===== src/hw/rtl/mlp_ram.sv =====
// generic single write, single read ram with registered read data
module mlp_ram #(
	parameter int WIDTH = 32,
	parameter int DEPTH = 16
) (
	input  logic                     clk,
	input  logic                     wr_en,
	input  logic [$clog2(DEPTH)-1:0] wr_addr,
	input  logic [WIDTH-1:0]         wr_data,
	input  logic [$clog2(DEPTH)-1:0] rd_addr,
	output logic [WIDTH-1:0]         rd_data
);

	logic [WIDTH-1:0] mem_q [DEPTH];

	always_ff @(posedge clk) begin
		if (wr_en) begin
			mem_q[wr_addr] <= wr_data;
		end
		rd_data <= mem_q[rd_addr];
	end

endmodule


===== config.mk =====
export PLATFORM = sky130hd
export DESIGN_NAME = mlp_ram
export DESIGN_NICKNAME = d
export VERILOG_FILES = /design/src/hw/rtl/mlp_ram.sv
export SDC_FILE = /design/constraint.sdc
export NUM_CORES = 1
export LEC_CHECK = 0
export BUFFER_PORTS_ARGS = -buffer_cell sky130_fd_sc_hd__buf_2
export CORE_ASPECT_RATIO = 1.4
export CORE_MARGIN = 2
export CORE_UTILIZATION = 40
export CTS_BUF_LIST = sky130_fd_sc_hd__clkbuf_8
export CTS_CLUSTER_DIAMETER = 60
export CTS_CLUSTER_SIZE = 28
export DETAILED_ROUTE_END_ITERATION = 10
export PLACE_DENSITY = 0.66
export SLEW_MARGIN = 10
export SYNTH_ARGS = -nofsm -noshare
export SYNTH_HDL_FRONTEND = slang
export SYNTH_SLANG_ARGS = --single-unit

===== constraint.sdc =====
create_clock -name clk -period 10.55 [get_ports clk]
set_input_delay 0.5275 -clock clk [delete_from_list [all_inputs] [get_ports clk]]
set_output_delay 0.5275 -clock clk [all_outputs]
set_load 0.03 [all_outputs]

Word-level counts from Yosys, hierarchy flattened --
Memories as Yosys holds them, arrays and structs flattened. A register that Yosys moved wholly into a read port is not among the register bits. Index checks and enable logic that the tools add are counted.
Cells by class: mux-type cells 2
Operator list (count):
- $mux W1 | 2
Storage, ports and cells: flip-flop bits (word level) 0, memory bits (writable) 512, output and inout port bits 32, word-level logic and storage cells 3, memories kept 1
Memories:
- mem_q | words 16, bits a word 32, read ports 1, clocked after Yosys merged registers in 1, write ports 1, line 14 | logic [WIDTH-1:0] mem_q [DEPTH];

Longest topological paths before layout --
Gate-level depths: netlist of the first run.
depth in word-level cells 2, depth in mapped cells 5

Worst setup path after synthesis of the first run --
Ideal clock, no wire load.
kind input-to-reg, start input wr_addr[2], end memory mem_q[0][0] (enable), library setup time 0.461 ns, arrival 3.246 ns, data required time 10.089 ns, slack 6.843 ns, cell stages on the path 2, path buffers 0, path through or3b_2 nor3_1
RTL lines:
- start, declared | line 8 | input logic [$clog2(DEPTH)-1:0] wr_addr,
- end, declared | line 14
No word-level cell before the write port.

==> key figures, run 1 <==
Status
  – Outcome: completed

Logic synthesis
  – Sequential share of the synthesized area: between 80 and 90%
  – Synthesis Warnings: 0
  – Post-synthesis cell type count: 18
  – Mapped Cells: about 840
  – Syn avg cell area: between 20 and 25 µm²
  – Synth Register Bits: 544
  – Post-Synthesis Net Count: between 800 and 900
  – Synth Cell Area: approximately 0.020 mm²

Finish
  – # nets final: approximately 960
  – P&R area growth vs syn: 8.716%
  – # fillers: between 4000 and 5000
  – Ratio of cells with drive above 1 in the final layout: between 20% and 30%
  – Final core utilization: 44.04%
  – Layout Cells excl Fill: between 1500 and 2000
  – Design Area, Final: 0.02158 mm²

Global route
  – Largest net degree at the start of global routing: 66
  – First-pass GRT wire length: 58.04 mm
  – GRT Overall Usage: between 10% and 20%
  – Vias in the first global route: 9020
  – GRT overflow: 0
  – Initial antenna violation count: 3

Worst setup path
  – CP Launch Type: input pin
  – Kind of critical path: input pin to flop
  – CP Capture Type: flop
  – Worst EP required: 11070 ps
  – CP max FO: 65
  – CP Data Arrival Time: around 2800 ps

Clock network
  – Post-CTS Setup Repair Bufs: 0
  – Root Driver: clkbuf_8
  – Worst-Skew Late Latency: 620 ps
  – TritonCTS Buffers: 24
  – CTS Sinks: ~540
  – Reg clk slew, reported paths: 160 ps
  – CTS resizes: 0
  – Total number of H-tree levels: 1
  – CTS tree: built
  – CTS Buffer Depth: 3
  – Post-CTS Hold Buffers: 0

STA
  – Fin crit period: around 2300 ps
  – Hold Slack: 251.2 ps
  – Final Hold Fails: 0
  – Setup TNS: 0 ps
  – Final period util: a little over a fifth
  – Final Max Tran Viols: 0
  – Clock skew: between 20 and 25 ps
  – Slew @ Worst Pin: about 1000 ps
  – RSZ-0062 raised after global routing: false
  – Relative slew slack: 30.41%
  – Max Fclk: 442.8 MHz
  – Setup Viol. Count Final: 0

Drt
  – Final wirelength: 39.71 mm
  – Vias/cell: between 5 and 6
  – Drt drc: 0
  – Initial DRC Count: ~840
  – Per-cell routed wire length: 25.28 µm
  – Vias: around 8600
  – First-pass DRT Iterations: 4
  – Antenna Nets Post-Route: 0

Floorplan
  – Num ports: 74
  – Row cnt: 96
  – Width of the die: a little under 200 µm
  – Initial core utilization: a little over 40%
  – Core ar.: between 0.04 and 0.05 mm²
  – Die area: between 0.05 and 0.06 mm²
  – Die height: about 270 µm

Run
  – Max_cap viols: 0

Place
  – Placed Area: 0.02111 mm²
  – GP Congestion: approximately 0.7
  – Dpl hpwl: ~20 mm
  – Cells after DPL: 1528
  – PortBufs: between 70 and 80

Worst hold path
  – Min-Delay Path Class: input pin to flop

Pwr
  – Pleak: between 0.006 and 0.007 µW
  – Worst vdd ir: 80.02 µV
  – Pwr dens: about 160 mW/mm²
==> path summary, 6_finish.rpt <==
check,to,startpoint,slack [ps],cells after the start
worst min-delay path,mem_q[12][11],wr_data[11],250,1
worst max register to register,rd_data[5],mem_q[11][5],9230,3
worst min register to register,rd_data[11],mem_q[15][11],660,3
worst max-delay path,rd_data[22],rd_addr[0],8290,5
==> worst max-delay path, cell delays in order <==
cell and delay [ps]:
clkbuf_8 630, buf_4 660, mux4_2 580, a22oi_1 220, nand2_1 80
==> report_power, final <==
part           switching [µW]  internal [µW]
registers                14.7           2410
logic                     144           84.7
clock network             595            257
total                     754           2750
==> stage by stage <==
| stage | setup slack, ps | total power [µW] |
|---|---|---|
| 4_1_cts | 8257 | 3536 |
| 3_3_place_gp | 7537 | 2704 |
| 3_5_place_dp | 7564 | 2710 |
| 5_1_grt | 8060 | 3616 |
| 6_report | 8292 | 3508 |
| 2_1_floorplan | 6843 | 2618 |
==> registers in the layout (all words and copies together) (netlist names) <==
register	count
mem_q	512
rd_data	32
==> cell usage in the layout, fill, tap and decap left out <==
cell        synthesis  routed
mux4_2            128     128
bufinv_16           0       1
nor2b_4             0       2
clkinv_2            0       1
clkbuf_8            0      26
nor3_2              0       4
nand2b_1            2       2
clkinv_8            0       2
inv_1               0      10
dfxtp_1            32      32
nor2_4              0      13
edfxtp_1          512     512
nand2_1            33      33
nand3b_1            2       2
and2_2              0       1
buf_2               4      71
inv_8               0       1
diode_2             0       2
a22oi_1            64      64
nand3_1             1       1
buf_4              11      24
or3b_2              1       1
clkinvlp_4          0       1
==> cell usage after synthesis <==
library cell | instances | area share [%]
a22oi_1 | 64 | 2.4
and2_1 | 1 | 0.032
buf_1 | 9 | 0.17
buf_2 | 4 | 0.10
buf_4 | 11 | 0.42
buf_6 | 2 | 0.11
clkbuf_1 | 17 | 0.32
dfxtp_1 | 32 | 3.2
edfxtp_1 | 512 | 77
mux4_2 | 128 | 15
nand2_1 | 33 | 0.62
nand2b_1 | 2 | 0.063
nand3_1 | 1 | 0.025
nand3b_1 | 2 | 0.076
nor2_1 | 13 | 0.25
nor2b_1 | 2 | 0.063
nor3_1 | 4 | 0.10
or3b_2 | 1 | 0.044
==> layout make-up <==
type / instances / area, µm² / area share (%)
Multi-Input combinational cell: 251 / 3750 / 17.37
Clock buffer: 25 / 344.1 / 1.594
Tap cell: 637 / 797.0 / 3.693
Clock inverter: 16 / 123.9 / 0.5739
Antenna cell: 2 / 5.005 / 0.02319
Sequential cell: 544 / 16020 / 74.20
Timing Repair Buffer: 96 / 549.3 / 2.545
==> kinds of logic after synthesis <==
family | Yosys count | share of synthesized area [%]
AOI/OAI and AO/OA | 64 | 2.420
and+or+nand+nor | 59 | 1.273
buffers and inverters | 43 | 1.122
DFF | 544 | 80.67
muxes | 128 | 14.52
==> per-layer routing <==
layer / vias to the layer above / global-route usage (%) / routed length, µm
met5: - / 0 / 13
met1: 4687 / 21.33 / 16600
met4: 2 / 3.569 / 563
li1: 3682 / - / -
met3: 34 / 1.926 / 2066
met2: 230 / 26.65 / 20470
Note: power is estimated with default switching activity, not from simulation.
==> inputs of run 2 (changes only) <==
PLACE_DENSITY = 0.68   (was 0.66)
clock period = 2.05 ns   (was 10.55 ns; I/O delays follow)
==> run 2 against run 1 <==
Effect of this change:
- wire length rose by 4.3%
- register-to-register slack got worse by 8500 ps
- combinational power grew to 5.8 times the previous value
- non-clock buffer count up 43
- setup slack got worse by 7700 ps
- power rose to 5.1 times the previous value
- count of clock-buffer cells in the layout fell by 2
- flip-flop and latch count did not move
- via count rose by 3.9%
- sequential share of layout area down 2.3 points
- largest power group unchanged
- highest routed layer unchanged
==> key figures, run 2 (synthesis results as in run 1) <==
Finish
  – Most common cell after layout, fill and taps aside: edfxtp_1
  – Layout Cells excl Fill: 1612 (+2.6%)
  – Final core utilization: 45.47% (+1.4 points)
  – Regs by FF count: mem_q x512, rd_data x32
  – # nets final: 1001 (+4.4%)
  – Largest Register: mem_q
  – Max FFs per register: 512 (unchanged)
  – Ratio of cells with drive above 1 in the final layout: 28.75% (-0.87 points)
  – P&R area growth vs syn: 12.24%
  – Most frequent cells in the layout: edfxtp_1 (512), mux4_2 (128), buf_2 (71)

Drt
  – Detail Route met3 WL: 2.548 mm (+23%)
  – Vias: 8968 (+3.9%)
  – WL met2: 21.60 mm (+5.5%)
  – Highest routed layer: met5
  – Per-cell routed wire length: 25.70 µm (+1.7%)
  – Initial DRC Count: 1003 (+20%)
  – First-pass DRT Iterations: 5 (+1)
  – Vias/cell: 5.563 (+1.2%)
  – WL met1: 16.72 mm (+0.73%)
  – Drt drc: 0 (unchanged)
  – Final wirelength: 41.42 mm (+4.3%)
  – Antenna Nets Post-Route: 0 (unchanged)

Floorplan
  – Row cnt: 96 (unchanged)
  – Die height: 267.6 µm (unchanged)
  – Die area: 0.05146 mm² (unchanged)
  – Core ar.: 0.04901 mm² (unchanged)
  – Num ports: 74 (unchanged)
  – Initial core utilization: 40.51% (unchanged)
  – Width of the die: 192.3 µm (unchanged)

Clock network
  – CTS tree: built
  – Post-CTS Hold Buffers: 32 (+32)
  – Post-CTS Setup Repair Bufs: 0 (unchanged)
  – Reg clk slew, reported paths: 160 ps (about the same)
  – Root Driver: clkbuf_8
  – CTS Buffer Depth: 3 (unchanged)
  – TritonCTS Buffers: 23 (-4.2%)
  – Worst-Skew Late Latency: 620 ps (about the same)
  – Total number of H-tree levels: 1 (unchanged)
  – CTS resizes: 0 (unchanged)
  – CTS Sinks: 544 (unchanged)

Pwr
  – Pwr dens: 803.8 mW/mm² (+390%)
  – Pleak: 0.006997 µW (+4.2%)
  – Power after layout: 17910 µW (+410%)
  – Worst vdd ir: 370.7 µV (+360%)

Global route
  – GRT overflow: 0 (unchanged)
  – GRT Overall Usage: 16.36% (+0.81 points)
  – Vias in the first global route: 9320 (+3.3%)
  – Largest net degree at the start of global routing: 38 (-42%)
  – First-pass GRT wire length: 61.15 mm (+5.4%)
  – Initial antenna violation count: 2 (-1)

Worst setup path
  – CP top delay family: flip-flops
  – CP Capture Type: primary output
  – Reg2Reg Depth: 3 (unchanged)
  – Worst Setup SP: rd_data[18]
  – CP max FO: 1 (-98%)
  – RR Startpoint: mem_q[3][16]
  – CP Launch Type: flop
  – Worst r2r dst: rd_data[16]
  – Worst EP required: 1950 ps (-9120 ps)
  – CP Depth: 1 (-4)
  – Max stage delay cell, worst path: dfxtp_1
  – Reg2reg setup slack: 750 ps (-8480 ps)
  – CP Data Arrival Time: 1350 ps (-1430 ps)
  – Worst Path Buf+Inv: 1 (-1)
  – Worst-path cell chain: buf_2
  – Kind of critical path: flop to primary output
  – Max incr delay on CP: 470 ps (-190 ps)
  – Critical Path Sink: rd_data[18]

Place
  – Cells after DPL: 1539 (+0.72%)
  – Setup Slack @ Placement: 374.8 ps (-7189 ps)
  – GP Congestion: 0.6935 (+1.1%)
  – Dpl hpwl: 20.75 mm (+3.5%)
  – PortBufs: 73 (unchanged)

STA
  – Final Hold Fails: 0 (unchanged)
  – Final Worst Setup Slack: 597.5 ps (-7694 ps)
  – RSZ-0062 raised after global routing: false
  – Slew @ Worst Pin: 485.2 ps (-558.7 ps)
  – Setup Viol. Count Final: 0 (unchanged)
  – Final period util: 70.85%
  – Fin crit period: roughly 1500 ps
  – Relative slew slack: 67.56% (+37 points)
  – Final Max Tran Viols: 0 (unchanged)
  – Clock skew: 34.24 ps (+13.61 ps)
  – Max Fclk: 688.5 MHz

Run
  – Max_cap viols: 0 (unchanged)

Worst hold path
  – Min-Delay Path Class: input pin to flop
  – Hold Path Stages: 4 (+3)

Status
  – Outcome: completed
==> run 2: changes by cell type in the layout (fill, tap and decap cells not counted), moves of 2 or more <==
| cell | delta |
|---|---|
| buf_4 | -17 |
| nor3_4 | +4 |
| nor3_2 | -4 |
| clkinv_8 | -2 |
| inv_1 | +6 |
| dlygate4sd3_1 | +32 |
| clkbuf_8 | -2 |
| buf_12 | +28 |
==> run 2: worst min path at each step <==
stage,start,end
floorplan,wr_data[0],mem_q[0][0]
finish,rd_addr[2],rd_data[18]
CTS,rd_addr[2],rd_data[18]
global placement,wr_data[1],mem_q[8][1]
detailed placement,wr_data[8],mem_q[4][8]
global route,rd_addr[2],rd_data[2]
==> run 2: report_power, final <==
group,total [µW],switching [µW],internal [µW]
Sequential,12500,81.0,12400
Clock,4100,3010,1090
Combinational,1320,783,534
Total,17900,3870,14000
==> run 2: metal layers <==
metal / GRT usage [%] / vias up
met5: 0 / -
met1: 22.89 / 4839
met2: 28.16 / 312
met4: 3.301 / 2
li1: - / 3777
met3: 1.507 / 38
==> run 2: through the flow <==
step	TNS, ps	hold WS (ps)	cell area [µm²]
after CTS	0	1.640	22280
after detailed placement	0	486.0	21570
after global placement	0	464.9	21570
final	0	28.84	22290
after floorplan	-38520	201.4	19900
after global routing	0	34.96	22290
==> run 2: worst min-delay path, cell delays in order <==
cell	delay (ps)
buf_2	160
nor2b_4	110
a22oi_1	190
nand2_1	70
==> run 2: layout make-up <==
type / instances / area [µm²]
Fill cell: 4074 / 26720
Tap cell: 637 / 797.0
Sequential cell: 544 / 16020
Timing Repair Buffer: 139 / 1303
Clock inverter: 17 / 76.32
Multi-Input combinational cell: 251 / 3775
Clock buffer: 23 / 316.6
Antenna cell: 1 / 2.502
==> inputs of run 3 (changes only) <==
clock period = 1.15 ns   (was 2.05 ns; I/O delays follow)
==> run 3 against run 2 <==
Effect of this change:
- the flow now finishes with violations (setup timing)
- final area rose by 6.6%
- register-to-register slack worse by 890 ps
- first-iteration DRC count is 2.4% higher
- final cell count rose by 4.3%
- flip-flop and latch count unchanged
- via count is 3.7% higher
- wire length is 4.9% higher
- critical path type is now flop to flop
- power increased by 84%
- clock skew down 3.3 ps
==> key figures, run 3 (synthesis results as in run 1) <==
Status
  – Outcome: complete, but fails checks
  – Failing checks: setup timing

Floorplan
  – Row cnt: 96 (unchanged)
  – Num ports: 74 (unchanged)
  – Die area: 0.05146 mm² (unchanged)
  – Die height: 267.6 µm (unchanged)
  – Width of the die: 192.3 µm (unchanged)
  – Initial core utilization: 40.51% (unchanged)
  – Core ar.: 0.04901 mm² (unchanged)

Drt
  – First-pass DRT Iterations: 4 (-1)
  – Initial DRC Count: 1027 (+2.4%)
  – Antenna Nets Post-Route: 0 (unchanged)
  – Per-cell routed wire length: 25.83 µm (+0.50%)
  – Final wirelength: 43.44 mm (+4.9%)
  – Vias: 9299 (+3.7%)
  – Vias/cell: 5.529 (-0.62%)
  – Drt drc: 0 (unchanged)

Clock network
  – CTS tree: built
  – Worst-Skew Late Latency: 650 ps (+30 ps)
  – CTS Buffer Depth: 3 (unchanged)
  – Total number of H-tree levels: 1 (unchanged)
  – Root Driver: clkbuf_8
  – TritonCTS Buffers: 24 (+4.3%)
  – Reg clk slew, reported paths: 160 ps (about the same)
  – CTS Sinks: 544 (unchanged)

Finish
  – Max FFs per register: 512 (unchanged)
  – Register area: 0.01605 mm² (+0.24%)
  – Design Area, Final: 0.02375 mm² (+6.6%)
  – Regs by FF count: mem_q x512, rd_data x32
  – Final core utilization: 48.47% (+3.0 points)
  – Largest Register: mem_q
  – Most common cell after layout, fill and taps aside: edfxtp_1
  – Layout Cells excl Fill: 1682 (+4.3%)
  – Most frequent cells in the layout: edfxtp_1 (512), mux4_2 (128), a22oi_2 (52)
  – Area of the multi-input gates: 0.004070 mm² (+7.8%)
  – P&R area growth vs syn: 19.64%
  – # fillers: 3911 (-4.0%)
  – # nets final: 1069 (+6.8%)
  – Ratio of cells with drive above 1 in the final layout: 42.05% (+13 points)

STA
  – Max Fclk: 775.1 MHz
  – Slew @ Worst Pin: 303.1 ps (-182.0 ps)
  – Final Worst Setup Slack: -140.2 ps (-737.7 ps)
  – Relative slew slack: 79.73% (+12 points)
  – Final Hold Fails: 0 (unchanged)
  – Fin crit period: about 1300 ps
  – Final Max Tran Viols: 0 (unchanged)
  – RSZ-0062 raised after global routing: true
  – Final period util: 112.2%
  – Clock skew: 30.99 ps (-3.259 ps)
  – Setup Viol. Count Final: 63 (+63)

Place
  – Placed Area: 0.02226 mm² (+3.2%)
  – PortBufs: 73 (unchanged)
  – Dpl hpwl: 24.14 mm (+16%)
  – Cells after DPL: 1595 (+3.6%)
  – GP Congestion: 0.7134 (+2.9%)

Pwr
  – Net Sw Power: 7290 µW (+88%)
  – Pwr dens: 1387 mW/mm² (+73%)
  – Pleak: 0.007553 µW (+7.9%)
  – Share of power burned in registers: 67.8% (-2.0 points)
  – Combinational Power Share: 8.8% (+1.4 points)
  – Switching Fraction: 22.13% (+0.50 points)
  – Clock share of power: 23.4% (+0.5 points)
  – Int Power: 25660 µW (+83%)
  – Worst vdd ir: 702.4 µV (+89%)

Worst setup path
  – Worst EP required: 1700 ps (-250 ps)
  – CP max FO: 1 (unchanged)
  – Kind of critical path: flop to flop
  – CP Launch Type: flop
  – CP Capture Type: flop
  – CP Data Arrival Time: 1840 ps (+490 ps)

Global route
  – GRT overflow: 0 (unchanged)
  – First-pass GRT wire length: 61.85 mm (+1.2%)
  – GRT Overall Usage: 16.50% (+0.14 points)
  – Vias in the first global route: 9639 (+3.4%)
  – Largest net degree at the start of global routing: 33 (-13%)
  – Initial antenna violation count: 2 (unchanged)

Worst hold path
  – Min-Delay Path Class: input pin to flop

Run
  – Max_cap viols: 0 (unchanged)
run 3: path summary, 6_finish.rpt:
check	end	cells past startpoint	startpoint	slack, ps
max	rd_data[12]	3	mem_q[2][12]	-140
max reg2reg	rd_data[12]	3	mem_q[2][12]	-140
min reg2reg	rd_data[14]	3	mem_q[12][14]	670
min	rd_data[17]	5	rd_addr[2]	80
run 3: timing repair:
| item | in CTS | in global routing |
|---|---|---|
| hold buffers | 35 | 0 |
| hold endpoints to repair | 517 | 0 |
| setup endpoints to repair | 64 | 71 |
| setup buffers | 0 | 2 |
| resized for setup | 131 | 17 |
| pin swaps | 18 | 5 |
| gates cloned | 0 | 6 |
run 3: power by group through the flow:
stage	Combinational, µW	Clock [µW]	Sequential, µW
after global placement	2460	0	22700
final	2890	7720	22300
after global routing	3070	8490	22400
after CTS	2860	7940	22300
after floorplan	1170	0	22900
after detailed placement	2510	0	22700
run 3: metrics by stage:
step | power [µW] | setup slack [ps] | TNS, ps | hold WS [ps]
global placement | 25170 | -403.3 | -129370 | 423.6
floorplan | 24120 | -616.7 | -136460 | 156.4
finish | 32950 | -140.2 | -3731 | 77.42
global route | 33930 | -195.7 | -6839 | 67.51
detailed placement | 25240 | -419.6 | -132910 | 439.6
CTS | 33140 | -128.6 | -5341 | 39.17
run 3: critical path, stage by stage, from the launching register on:
cell and delay, ps:
edfxtp_1 410, mux4_2 480, a22oi_1 190, nand2_1 110
run 3: final cells by class:
| type | instances | area share [%] |
|---|---|---|
| clock inverters | 18 | 0.4425 |
| flip-flops and latches | 544 | 67.59 |
| well taps | 637 | 3.355 |
| clock buffers | 25 | 1.449 |
| diodes | 1 | 0.01054 |
| repair buffers | 206 | 10.02 |
| multi-input cells | 251 | 17.14 |
run 3: metal layers:
layer	GRT usage, %	wire length [µm]	vias up
met3	2.018	2807	46
met1	21.68	17000	5006
li1	-	-	3914
met5	0	11	-
met4	3.631	732	2
met2	29.40	22890	331
